==> src/rtl/u2u8_pkg.sv <==
`timescale 1ns / 1ps
// Shared types, constants and the UTF-8 byte encoder function for the
// UTF-16 / Latin-1 to UTF-8 transcoder. No dependencies.
package u2u8_pkg;

  localparam int UnitWidth   = 16;
  localparam int LenWidth    = 16;
  localparam int CpWidth     = 21;
  localparam int MaxBytes    = 6;
  localparam int CountWidth  = 3;

  localparam logic [UnitWidth-1:0] HIGH_FIRST = 16'hD800;
  localparam logic [UnitWidth-1:0] HIGH_LAST  = 16'hDBFF;
  localparam logic [UnitWidth-1:0] LOW_FIRST  = 16'hDC00;
  localparam logic [UnitWidth-1:0] LOW_LAST   = 16'hDFFF;
  localparam logic [CpWidth-1:0]   CP_REPLACEMENT = 21'h00FFFD;
  localparam logic [CpWidth-1:0]   CP_SUPPLEMENTARY = 21'h010000;
  localparam logic [CpWidth-1:0]   CP_TWO_BYTE   = 21'h000080;
  localparam logic [CpWidth-1:0]   CP_THREE_BYTE = 21'h000800;
  localparam logic [LenWidth-1:0]  OUT_LIMIT_RESET = 16'd255;

  typedef struct packed {
    logic                 eos;
    logic [UnitWidth-1:0] code_unit;
    logic                 mode;
  } item_t;

  typedef struct packed {
    logic [3:0][7:0]       b;
    logic [CountWidth-1:0] n;
  } seq_t;

  typedef struct packed {
    logic [MaxBytes-1:0][7:0] bytes;
    logic [CountWidth-1:0]    count;
    logic                     has_bytes;
    logic                     eos;
    logic [LenWidth-1:0]      length;
  } burst_t;

  function automatic seq_t encode_cp(input logic [CpWidth-1:0] cp);
    seq_t s;
    s = '0;
    if (cp < CP_TWO_BYTE) begin
      s.b[0] = cp[7:0];
      s.n    = 3'd1;
    end else if (cp < CP_THREE_BYTE) begin
      s.b[0] = {3'b110, cp[10:6]};
      s.b[1] = {2'b10, cp[5:0]};
      s.n    = 3'd2;
    end else if (cp < CP_SUPPLEMENTARY) begin
      s.b[0] = {4'b1110, cp[15:12]};
      s.b[1] = {2'b10, cp[11:6]};
      s.b[2] = {2'b10, cp[5:0]};
      s.n    = 3'd3;
    end else begin
      s.b[0] = {5'b11110, cp[20:18]};
      s.b[1] = {2'b10, cp[17:12]};
      s.b[2] = {2'b10, cp[11:6]};
      s.b[3] = {2'b10, cp[5:0]};
      s.n    = 3'd4;
    end
    return s;
  endfunction

endpackage

==> src/rtl/u2u8_unit_if.sv <==
`timescale 1ns / 1ps
// Valid/ready channel that carries one input code unit per transaction.
// Depends on nothing.
interface u2u8_unit_if;
  logic        valid;
  logic        ready;
  logic        mode;
  logic [15:0] code_unit;
  logic        end_of_string;

  modport source (output valid, mode, code_unit, end_of_string, input ready);
  modport sink (input valid, mode, code_unit, end_of_string, output ready);
endinterface

==> src/rtl/u2u8_byte_if.sv <==
`timescale 1ns / 1ps
// Valid/ready channel that carries one UTF-8 result byte per transaction.
// Depends on nothing.
interface u2u8_byte_if;
  logic        valid;
  logic        ready;
  logic [7:0]  out_byte;
  logic        byte_valid;
  logic        last_of_item;
  logic        string_done;
  logic [15:0] string_length;

  modport source (output valid, out_byte, byte_valid, last_of_item, string_done,
                  string_length, input ready);
  modport sink (input valid, out_byte, byte_valid, last_of_item, string_done,
                string_length, output ready);
endinterface

==> src/rtl/utf16_latin1_to_utf8_transcoder.sv <==
`timescale 1ns / 1ps
// Top level of the UTF-16 / Latin-1 to UTF-8 transcoder.
// Depends on u2u8_pkg, u2u8_unit_if, u2u8_byte_if, u2u8_in_reg,
// u2u8_encoder and u2u8_serializer.
//
// Usage: each transaction on the unit channel carries one code unit, either a
// Latin-1 byte (mode 0) or a UTF-16 code unit (mode 1), and end_of_string on
// the last unit of a string. Each transaction on the utf8 channel carries one
// UTF-8 byte; last_of_item marks the final result of a unit, and on an
// end-of-string unit string_done and string_length report the byte total. An
// end-of-string unit that emits nothing gives one result with byte_valid low.
// The byte budget per string is written through cfg_we and cfg_wdata while idle.
// The first byte of a unit passes through the input register and then the byte
// register. The byte register delivers one result per output transaction; a
// unit gives up to six bytes, four for a supplementary character. A new unit
// is taken while the last byte of the previous one is being delivered. When
// utf8.ready is low the byte register holds, the input register fills, and
// unit.ready drops. Reset empties both registers, clears the surrogate and
// string state and sets the budget to 255.
module utf16_latin1_to_utf8_transcoder (
  input  logic                          clk,
  input  logic                          rst,
  input  logic                          cfg_we,
  input  logic [u2u8_pkg::LenWidth-1:0] cfg_wdata,
  u2u8_unit_if.sink                     unit,
  u2u8_byte_if.source                   utf8
);
  import u2u8_pkg::*;

  logic                item_valid;
  item_t               item;
  burst_t              burst;
  logic                free;
  logic                take;
  logic [LenWidth-1:0] out_limit;

  assign take = item_valid && free;

  always_ff @(posedge clk) begin
    if (rst) begin
      out_limit <= OUT_LIMIT_RESET;
    end else if (cfg_we) begin
      out_limit <= cfg_wdata;
    end
  end

  u2u8_in_reg u_in_reg (
    .clk        (clk),
    .rst        (rst),
    .unit       (unit),
    .take       (take),
    .item_valid (item_valid),
    .item       (item)
  );

  u2u8_encoder u_encoder (
    .clk       (clk),
    .rst       (rst),
    .take      (take),
    .item      (item),
    .out_limit (out_limit),
    .burst     (burst)
  );

  u2u8_serializer u_serializer (
    .clk   (clk),
    .rst   (rst),
    .burst (burst),
    .take  (take),
    .free  (free),
    .utf8  (utf8)
  );

  a_length_only_at_end: assert property (@(posedge clk) disable iff (rst)
    utf8.valid && !utf8.byte_valid |-> utf8.string_done && utf8.last_of_item)
    else $error("length-only result outside end of string");

  a_empty_accepts: assert property (@(posedge clk) disable iff (rst)
    !item_valid |-> unit.ready)
    else $error("empty input register refuses a transaction");

  a_reset_empties: assert property (@(posedge clk)
    rst |=> !utf8.valid && !item_valid)
    else $error("registers not empty after reset");

  a_take_needs_room: assert property (@(posedge clk) disable iff (rst)
    take && utf8.valid |-> utf8.ready && utf8.last_of_item)
    else $error("burst loaded over undelivered bytes");
endmodule

==> src/rtl/u2u8_in_reg.sv <==
`timescale 1ns / 1ps
// Input register: captures one code unit transaction and holds it until
// the encoder takes it. Depends on u2u8_pkg and u2u8_unit_if.
module u2u8_in_reg (
  input  logic            clk,
  input  logic            rst,
  u2u8_unit_if.sink       unit,
  input  logic            take,
  output logic            item_valid,
  output u2u8_pkg::item_t item
);
  import u2u8_pkg::*;

  assign unit.ready = !item_valid || take;

  always_ff @(posedge clk) begin
    if (rst) begin
      item_valid <= 1'b0;
    end else if (unit.valid && unit.ready) begin
      item_valid <= 1'b1;
    end else if (take) begin
      item_valid <= 1'b0;
    end
  end

  always_ff @(posedge clk) begin
    if (unit.valid && unit.ready) begin
      item.mode      <= unit.mode;
      item.code_unit <= unit.code_unit;
      item.eos       <= unit.end_of_string;
    end
  end
endmodule

==> src/rtl/u2u8_encoder.sv <==
`timescale 1ns / 1ps
// Per-string transcoding state and the single-pass encoder that turns one
// code unit into a burst of up to six UTF-8 bytes. Depends on u2u8_pkg.
module u2u8_encoder (
  input  logic                      clk,
  input  logic                      rst,
  input  logic                      take,
  input  u2u8_pkg::item_t           item,
  input  logic [u2u8_pkg::LenWidth-1:0] out_limit,
  output u2u8_pkg::burst_t          burst
);
  import u2u8_pkg::*;

  logic                high_pending, high_pending_next;
  logic [9:0]          high_bits, high_bits_next;
  logic [LenWidth-1:0] bytes_written, bytes_written_next;
  logic                output_stopped, output_stopped_next;

  logic                is_low, is_high, pair;
  logic [CpWidth-1:0]  cp_a, cp_b;
  seq_t                seq_a, seq_b;
  logic                a_try, a_emit, a_fail, b_try, b_emit, b_fail, set_pending;
  logic [LenWidth:0]   sum_a, base_b, sum_b;
  logic [CountWidth-1:0] n_emit;

  always_comb begin
    is_low  = item.mode && item.code_unit >= LOW_FIRST && item.code_unit <= LOW_LAST;
    is_high = item.mode && item.code_unit >= HIGH_FIRST && item.code_unit <= HIGH_LAST;
    pair    = high_pending && is_low;

    cp_a  = pair ? CP_SUPPLEMENTARY + {1'b0, high_bits, 10'd0}
                   + {11'd0, item.code_unit[9:0]}
                 : CP_REPLACEMENT;
    seq_a = encode_cp(cp_a);
    sum_a = {1'b0, bytes_written} + {14'd0, seq_a.n};
    a_try = !output_stopped && high_pending;
    a_emit = a_try && (sum_a <= {1'b0, out_limit});
    a_fail = a_try && !a_emit;

    if (!item.mode) begin
      cp_b = {13'd0, item.code_unit[7:0]};
    end else if (is_high || is_low) begin
      cp_b = CP_REPLACEMENT;
    end else begin
      cp_b = {5'd0, item.code_unit};
    end
    seq_b  = encode_cp(cp_b);
    base_b = a_emit ? sum_a : {1'b0, bytes_written};
    sum_b  = base_b + {14'd0, seq_b.n};
    set_pending = !output_stopped && !pair && !a_fail && is_high && !item.eos;
    b_try  = !output_stopped && !pair && !a_fail && !(is_high && !item.eos);
    b_emit = b_try && (sum_b <= {1'b0, out_limit});
    b_fail = b_try && !b_emit;

    n_emit = (a_emit ? seq_a.n : 3'd0) + (b_emit ? seq_b.n : 3'd0);
    bytes_written_next = b_emit ? sum_b[LenWidth-1:0] : base_b[LenWidth-1:0];

    burst = '0;
    if (a_emit) begin
      burst.bytes[3:0] = seq_a.b;
    end
    if (b_emit) begin
      if (a_emit) begin
        burst.bytes[5:3] = seq_b.b[2:0];
      end else begin
        burst.bytes[3:0] = seq_b.b;
      end
    end
    burst.has_bytes = n_emit != 3'd0;
    burst.count     = (item.eos && n_emit == 3'd0) ? 3'd1 : n_emit;
    burst.eos       = item.eos;
    burst.length    = item.eos ? bytes_written_next : '0;

    if (item.eos) begin
      high_pending_next   = 1'b0;
      high_bits_next      = '0;
      output_stopped_next = 1'b0;
    end else begin
      high_pending_next   = set_pending;
      high_bits_next      = set_pending ? item.code_unit[9:0] : 10'd0;
      output_stopped_next = output_stopped || a_fail || b_fail;
    end
  end

  always_ff @(posedge clk) begin
    if (rst) begin
      high_pending   <= 1'b0;
      high_bits      <= '0;
      bytes_written  <= '0;
      output_stopped <= 1'b0;
    end else if (take) begin
      high_pending   <= high_pending_next;
      high_bits      <= high_bits_next;
      bytes_written  <= item.eos ? '0 : bytes_written_next;
      output_stopped <= output_stopped_next;
    end
  end
endmodule

==> src/rtl/u2u8_serializer.sv <==
`timescale 1ns / 1ps
// Result register: holds one burst and shifts it out one byte per output
// transaction. Depends on u2u8_pkg and u2u8_byte_if.
module u2u8_serializer (
  input  logic             clk,
  input  logic             rst,
  input  u2u8_pkg::burst_t burst,
  input  logic             take,
  output logic             free,
  u2u8_byte_if.source      utf8
);
  import u2u8_pkg::*;

  logic                     busy;
  logic [CountWidth-1:0]    remaining;
  logic [MaxBytes-1:0][7:0] bytes;
  logic                     has_bytes;
  logic                     eos;
  logic [LenWidth-1:0]      length;
  logic                     last;

  assign last = remaining == 3'd1;
  assign free = !busy || (utf8.ready && last);

  assign utf8.valid         = busy;
  assign utf8.out_byte      = has_bytes ? bytes[0] : 8'd0;
  assign utf8.byte_valid    = has_bytes;
  assign utf8.last_of_item  = last;
  assign utf8.string_done   = eos && last;
  assign utf8.string_length = (eos && last) ? length : '0;

  always_ff @(posedge clk) begin
    if (rst) begin
      busy      <= 1'b0;
      remaining <= '0;
    end else if (take) begin
      busy      <= burst.count != 3'd0;
      remaining <= burst.count;
    end else if (busy && utf8.ready) begin
      busy      <= !last;
      remaining <= remaining - 3'd1;
    end
  end

  always_ff @(posedge clk) begin
    if (take) begin
      bytes     <= burst.bytes;
      has_bytes <= burst.has_bytes;
      eos       <= burst.eos;
      length    <= burst.length;
    end else if (busy && utf8.ready) begin
      bytes     <= bytes >> 8;
    end
  end
endmodule
==> src/flat_wrapper.sv <==
// flat-port wrapper written by rule: the top's interface ports become plain ports
module utf16_latin1_to_utf8_transcoder_flat import u2u8_pkg::*;
  (clk, rst, cfg_we, cfg_wdata, unit_valid, unit_mode, unit_code_unit, unit_end_of_string, unit_ready, utf8_valid, utf8_out_byte, utf8_byte_valid, utf8_last_of_item, utf8_string_done, utf8_string_length, utf8_ready);
  u2u8_unit_if unit_i ();
  u2u8_byte_if utf8_i ();
  input  logic clk;
  input  logic rst;
  input  logic cfg_we;
  input  logic [u2u8_pkg::LenWidth-1:0] cfg_wdata;
  input wire logic [$bits(unit_i.valid)-1:0] unit_valid;
  input wire logic [$bits(unit_i.mode)-1:0] unit_mode;
  input wire logic [$bits(unit_i.code_unit)-1:0] unit_code_unit;
  input wire logic [$bits(unit_i.end_of_string)-1:0] unit_end_of_string;
  output wire logic [$bits(unit_i.ready)-1:0] unit_ready;
  output wire logic [$bits(utf8_i.valid)-1:0] utf8_valid;
  output wire logic [$bits(utf8_i.out_byte)-1:0] utf8_out_byte;
  output wire logic [$bits(utf8_i.byte_valid)-1:0] utf8_byte_valid;
  output wire logic [$bits(utf8_i.last_of_item)-1:0] utf8_last_of_item;
  output wire logic [$bits(utf8_i.string_done)-1:0] utf8_string_done;
  output wire logic [$bits(utf8_i.string_length)-1:0] utf8_string_length;
  input wire logic [$bits(utf8_i.ready)-1:0] utf8_ready;
  assign unit_i.valid = unit_valid;
  assign unit_i.mode = unit_mode;
  assign unit_i.code_unit = unit_code_unit;
  assign unit_i.end_of_string = unit_end_of_string;
  assign unit_ready = unit_i.ready;
  assign utf8_valid = utf8_i.valid;
  assign utf8_out_byte = utf8_i.out_byte;
  assign utf8_byte_valid = utf8_i.byte_valid;
  assign utf8_last_of_item = utf8_i.last_of_item;
  assign utf8_string_done = utf8_i.string_done;
  assign utf8_string_length = utf8_i.string_length;
  assign utf8_i.ready = utf8_ready;
  utf16_latin1_to_utf8_transcoder u_core (.clk(clk), .rst(rst), .cfg_we(cfg_we), .cfg_wdata(cfg_wdata), .unit(unit_i), .utf8(utf8_i));
endmodule
==> config.mk <==
export PLATFORM = sky130hd
export DESIGN_NAME = utf16_latin1_to_utf8_transcoder_flat
export DESIGN_NICKNAME = d
export VERILOG_FILES = /design/src/rtl/u2u8_pkg.sv /design/src/rtl/u2u8_unit_if.sv /design/src/rtl/u2u8_byte_if.sv /design/src/rtl/utf16_latin1_to_utf8_transcoder.sv /design/src/rtl/u2u8_in_reg.sv /design/src/rtl/u2u8_encoder.sv /design/src/rtl/u2u8_serializer.sv /design/src/flat_wrapper.sv
export SDC_FILE = /design/constraint.sdc
export NUM_CORES = 1
export LEC_CHECK = 0
export BUFFER_PORTS_ARGS = -buffer_cell sky130_fd_sc_hd__clkbuf_2
export CAP_MARGIN = 20
export CORE_ASPECT_RATIO = 0.7
export CORE_MARGIN = 2
export CORE_UTILIZATION = 61
export DETAILED_ROUTE_END_ITERATION = 8
export PLACE_DENSITY = 0.87
export SLEW_MARGIN = 20
export SYNTH_ARGS = -nofsm -noshare
export SYNTH_HDL_FRONTEND = slang
export SYNTH_SLANG_ARGS = --single-unit
==> constraint.sdc <==
create_clock -name clk -period 31.2 [get_ports clk]
set_clock_uncertainty 0.15 [all_clocks]
set_input_delay 6.24 -clock clk [delete_from_list [all_inputs] [get_ports clk]]
set_output_delay 6.24 -clock clk [all_outputs]
set_load 0.05 [all_outputs]
# Yosys cells after proc, flatten, opt, wreduce, memory -nomap -nowiden
# Index checks and enable logic that the tools add are counted.
[classes]
add_sub_neg = 6
magnitude_cmp = 12
eq_ne = 1
mux = 40
n_reduce_logical = 42
[op_table]
columns = ["op", "count"]
rows = [
  ["2-to-1 mux 48 bit", 3],
  ["2-to-1 mux 16 bit", 8],
  ["2-to-1 mux 24 bit", 3],
  ["2-to-1 mux 25 bit", 2],
  ["less-than comparator 21 x 12 -> 1 bit (second input constant)", 2],
  ["less-than comparator 21 x 17 -> 1 bit (second input constant)", 2],
  ["less-than comparator 21 x 8 -> 1 bit (second input constant)", 2],
  ["2-to-1 mux 19 bit", 2],
  ["less-or-equal comparator 17 x 16 -> 1 bit", 2],
  ["greater-or-equal comparator 16 bit (second input constant)", 2],
  ["less-or-equal comparator 16 bit (second input constant)", 2],
  ["2-to-1 mux 32 bit", 1],
  ["2-to-1 mux 8 bit", 4],
  ["logical AND 1 bit", 22],
  ["2-to-1 mux 11 bit", 2],
  ["adder 17 x 20 -> 21 bit (first input constant)", 1],
  ["adder 21 x 10 -> 21 bit", 1],
  ["2-to-1 mux 21 bit", 1],
  ["2-to-1 mux 10 bit", 2],
  ["adder 16 x 3 -> 17 bit", 1],
  ["adder 17 x 3 -> 17 bit", 1],
  ["2-to-1 mux 17 bit", 1],
  ["2-to-1 mux 3 bit", 5],
  ["logical NOT 1 bit", 10],
  ["other kinds (8)", 19],
]
[totals]
register_bits = 133
input_bits = 39
elab_cells = 121

# Depth between registers and ports, before layout
[logic_depth]
ltp_word = 25
ltp_mapped = 52
depth_no_buf = 48

# Hierarchy
# Synthesis repeated with hierarchy kept, for this count alone.
[unflattened]
hier_cells = 964
hier_area_um2 = 8924.8
[modules_own_cells]
columns = ["mod", "n_inst", "cells_per_inst", "area_each_um2"]
rows = [
  ["u2u8_encoder", 1, 712, 4773.3],
  ["u2u8_serializer", 1, 176, 2940.3],
  ["utf16_latin1_to_utf8_transcoder", 1, 53, 615.6],
  ["u2u8_in_reg", 1, 23, 595.6],
]

# Least setup slack after synthesis
# Ideal clock, no wire load.
[synth_timing]
path_kind = "input to output"
startpoint = "in utf8_ready"
endpoint = "out unit_ready"
arrival_time_ps = 6730
required_ps = 24810
path_slack_ps = 18080
stages = 2
n_path_buf = 0
cell_sequence = "nand2_1 nand3_1"
[synth_between]
elab_chain_len = 4
[synth_lines]
columns = ["item", "line_no", "text"]
rows = [
  ["start, declared", "flat_wrapper.sv:21", "input wire logic [$bits(utf8_i.ready)-1:0] utf8_ready;"],
  ["logical AND 1 bit", "u2u8_serializer.sv:23", "assign free = !busy || (utf8.ready && last);"],
  ["logical OR 1 bit", "u2u8_serializer.sv:23", ""],
  ["logical AND 1 bit", "utf16_latin1_to_utf8_transcoder.sv:37", "assign take = item_valid && free;"],
  ["logical OR 1 bit", "u2u8_in_reg.sv:14", "assign unit.ready = !item_valid || take;"],
  ["end, declared", "flat_wrapper.sv:14", "output wire logic [$bits(unit_i.ready)-1:0] unit_ready;"],
]
# No other way between the ends.

# Final worst setup path
[layout_timing]
startpoint = "reg u_core.u_in_reg.item[13] (netlist name)"
endpoint = "reg u_core.u_serializer.busy (netlist: u_core.u_serializer.utf8.valid)"
[layout_between]
elab_chain_len = 25
[layout_lines]
columns = ["item", "line_no", "text"]
rows = [
  ["branches (longest 19 deep; another with less-than comparator 21 x 17 -> 1 bit)", "--", ""],
  ["adder 3 bit *", "u2u8_encoder.sv:55", "n_emit = (a_emit ? seq_a.n : 3'd0) + (b_emit ? seq_b.n : 3'd0);"],
  ["logical NOT 3 bit", "u2u8_encoder.sv:70", "burst.count = (item.eos && n_emit == 3'd0) ? 3'd1 : n_emit;"],
  ["logical AND 1 bit", "u2u8_encoder.sv:70", ""],
  ["2-to-1 mux 3 bit *", "u2u8_encoder.sv:70", ""],
  ["nonzero test 3 bit *", "u2u8_serializer.sv:37", "busy <= burst.count != 3'd0;"],
  ["2-to-1 mux 1 bit *", "u2u8_serializer.sv:36", "end else if (take) begin"],
  ["end signal, assigned", "u2u8_serializer.sv:40", "busy <= !last;"],
  ["end, declared", "u2u8_serializer.sv:14", "logic busy;"],
]
# Mark *: on every way between the ends.
# A chain may end at the register's enable or synchronous reset.

==> run_results.csv <==
group,metric,value,unit
layout,post-route-util,0.693,
synth,synth_edf_count,82,
synth,ys_ff_latch,131,
layout,area.sequential,0.00344,mm²
worst_setup_path,cp_max_fo,27,
floorplanning,start_util,0.618,
min_path,hp-class,"reg2reg",
worst_setup_path,worstSetupStartpointType,"flip-flop",
clock_network,cts_hold_buf,0,
clock_network,clk_pin_slew_worst_paths,60,ps
placed_design,portBuffers,67,
floorplanning,die_w,145,µm
worst_setup_path,r2r-end,"u_core.u_serializer.utf8.valid",
clock_network,postCtsSetupBuffers,0,
sta,worst_pin_slew,1050,ps
synth,synth_compound_area_frac,0.207,
power_and_ir_drop,powerDensity,48.9,mW/mm²
sta,hold_violations,0,
sta,max_freq,68.3,MHz
synth,synth-async-reset-ratio,0,
synth,netlist_area,0.00851,mm²
floorplanning,die_area,0.0149,mm²
synth,yosysTopAreaCell,"edfxtp_1",
worst_setup_path,crit_type,"reg2reg",
layout,fillers,1073,
sta,rsz0062_at_grt,"no",
clock_network,clkLatencyLatePin,430,ps
sta,layout_worst_path_cycle_share,0.469,
worst_setup_path,worst_ep_arrival_time,14770,ps
global_route,grt_pass1_wl,38400,µm
placed_design,dpl.hpwl,17700,µm
synth,yosys.cell_count.top_type,"nand2_1",
synth,synthXorXnorAreaFrac,0.0535,
placed_design,place_congestion,1.04,
route,via_count,7705,
synth,synthTopCellsByArea,"edfxtp_1 29%, dfxtp_1 12%, ha_1 6.0%",
synth,synth_top_family_by_area,"compound AO/OA/AOI/OAI gates",
floorplanning,dieHeight,103,µm
synth,synth_nets,1037,
worst_setup_path,cp.required,31330,ps
synth,synth_cell_type_count,75,
worst_setup_path,cp_common_cell,"ha_1",
floorplanning,ios,68,
global_route,grtUsageTotal,0.336,
synth,synth_ff_type,"edfxtp_1",
route,drt-pass1-iter-count,6,
min_path,worstHoldStart,"u_core.out_limit[12]",
job,cap_violations,0,
route,routed_wirelength,24400,µm
synth,synth_mux_area_frac,0.0178,
layout,antenna_cells,0,
synth,synthCells,954,
route,post-route-drc-count,0,
route,postRouteAntennaNets,0,
floorplanning,rows,36,
route,wire_per_inst,20.4,µm
route,first_iter_violations,1250,
clock_network,cts_sinks,131,
global_route,antenna_found_initial,1,
synth,syn_area_per_cell,8.92,µm²
outcome,status,"completed",
power_and_ir_drop,ir_worst_vdd,0.0521,mV
power_and_ir_drop,p_leak,0.00381,µW
synth,synth_common_cells,"99 x nand2_1, 86 x nor2_1, 82 x edfxtp_1, 62 x o21ai_0, 50 x a21oi_1",
clock_network,max-clock-path-buffers,2,
worst_setup_path,reg2reg_slack,16560,ps
synth,synthAdderAreaFrac,0.0673,
synth,netlist.area_leader.share,0.289,
sta,finalSetupViolCount,0,
clock_network,clock-root-buffer,"clkbuf_16",
synth,yosysWarnings,0,
layout,drive_gt1_frac,0.126,
worst_setup_path,crit_path_end_kind,"flip-flop",
layout,multi_input_area,0.00468,mm²
clock_network,cts_resized,0,
synth,yosysSeqAreaShare,0.404,
global_route,grt_max_degree,63,
sta,maxSlewHeadroom,0.299,
layout,syn2layout_area_growth,12.2,%
floorplanning,core,0.0138,mm²
clock_network,cts_tree,"built",
sta,maxSlewViolCount,0,
layout,fin_nets,1074,
global_route,grt-ovfl-total,0,
min_path,whs_path_depth,2,
worst_setup_path,slowest_stage,"nor4_4",
worst_setup_path,r2r_start,"u_core.u_in_reg.item[13]",
global_route,grt_pass1_vias,6984,
route,vias_per_cell,6.45,
clock_network,numCtsBuffers,17,
sta,finalSetupTns,0,ps
min_path,min_to,"u_core.out_limit[12]",
clock_network,htreeDepth,4,
worst_setup_path,reg2reg_depth,42,
worst_setup_path,cp_slowest_stage_delay,910,ps
synth,synthSimpleGateAreaFrac,0.203,
sta,min_period,14640,ps
[cell usage in the layout (no fill, tap or decap), types with 14 or more instances in the layout]
cell       count
nand2_1       98
nor2_1        86
edfxtp_1      82
clkbuf_2      67
o21ai_0       62
a21oi_1       50
dfxtp_1       49
inv_1         42
ha_1          41
xnor2_1       33
nand3_1       32
and2_1        28
nor3_1        26
and3_1        22
xor2_1        19
clkbuf_16     18
a211oi_1      17
a31oi_1       16
mux2i_1       14
a22oi_1       14
[metal layers]
metal  vias to the layer above  GRT usage  wire length (µm)
met1                      3517      0.489             10700
met4                         2     0.0830               367
li1                       3589          -                 -
met3                        47      0.155              4030
met5                         -          0                 8
met2                       550      0.448              9220
[state kept, by name, summed over array words and instances (netlist names), 3 cells and up]
name,flops
u_core.u_serializer.bytes,46
u_core.u_in_reg.item,18
u_core.out_limit,16
u_core.u_encoder.bytes_written,16
u_core.u_serializer.length,16
u_core.u_encoder.high_bits,10
u_core.u_serializer.remaining,3
[final cells by class]
class                      count  area share
sequential                   131       0.360
clock buffer                  20      0.0490
clock inverter                12      0.0173
timing repair buffer          75      0.0414
multi-input combinational    723       0.490
inverter                      43      0.0169
tap                          190      0.0249
[critical path: cells and delay by family (launching register included)]
kind | cells | cell delay, ps
and+or+nand+nor | 17 | 6460
AOI/OAI and AO/OA | 13 | 4110
adders and majority gates | 8 | 2640
xor gates and xnor gates | 2 | 540
DFF | 1 | 410
buffers and inverters | 2 | 130
[worst max path at each step]
| stage | start | slack, ps | to | cells after the start |
|---|---|---|---|---|
| 2_1_floorplan | utf8_ready | 18080 | unit_ready | 2 |
| 3_3_place_gp | u_core.u_in_reg.item[13] | 17890 | u_core.u_serializer.utf8.valid | 43 |
| 3_5_place_dp | u_core.u_in_reg.item[13] | 17140 | u_core.u_serializer.utf8.valid | 42 |
| 4_1_cts | u_core.u_in_reg.item[13] | 17050 | u_core.u_serializer.utf8.valid | 42 |
| 5_1_grt | u_core.u_in_reg.item[13] | 15640 | u_core.u_serializer.utf8.valid | 43 |
| 6_report | u_core.u_in_reg.item[13] | 16560 | u_core.u_serializer.utf8.valid | 42 |
[cell families (layout without fill, tap and decap cells)]
| group | Yosys count | after routing |
|---|---|---|
| compound gates | 259 | 259 |
| xor+xnor | 52 | 52 |
| fa+ha+maj | 44 | 44 |
| mux | 15 | 15 |
| simple gates | 353 | 353 |
| buf+inv | 100 | 150 |
| flops | 131 | 131 |
[through the flow]
step	instance area, µm²	instances	hold WS (ps)	worst slack, ps	power, µW
2_1_floorplan	8510	954	297	18080	238
3_3_place_gp	8910	1162	322	17890	253
3_5_place_dp	8910	1162	332	17140	254
4_1_cts	9550	1194	346	17050	468
5_1_grt	9550	1194	393	15640	482
6_report	9550	1194	343	16560	467
[report_power, final]
part / leakage (µW) / internal (µW) / total [µW] / switching (µW)
registers: 0.00120 / 196 / 202 / 6.28
logic: 0.00230 / 16.0 / 50.8 / 34.8
clock network: 0.000312 / 134 / 214 / 80.4
(Power assumes the default switching activity.)
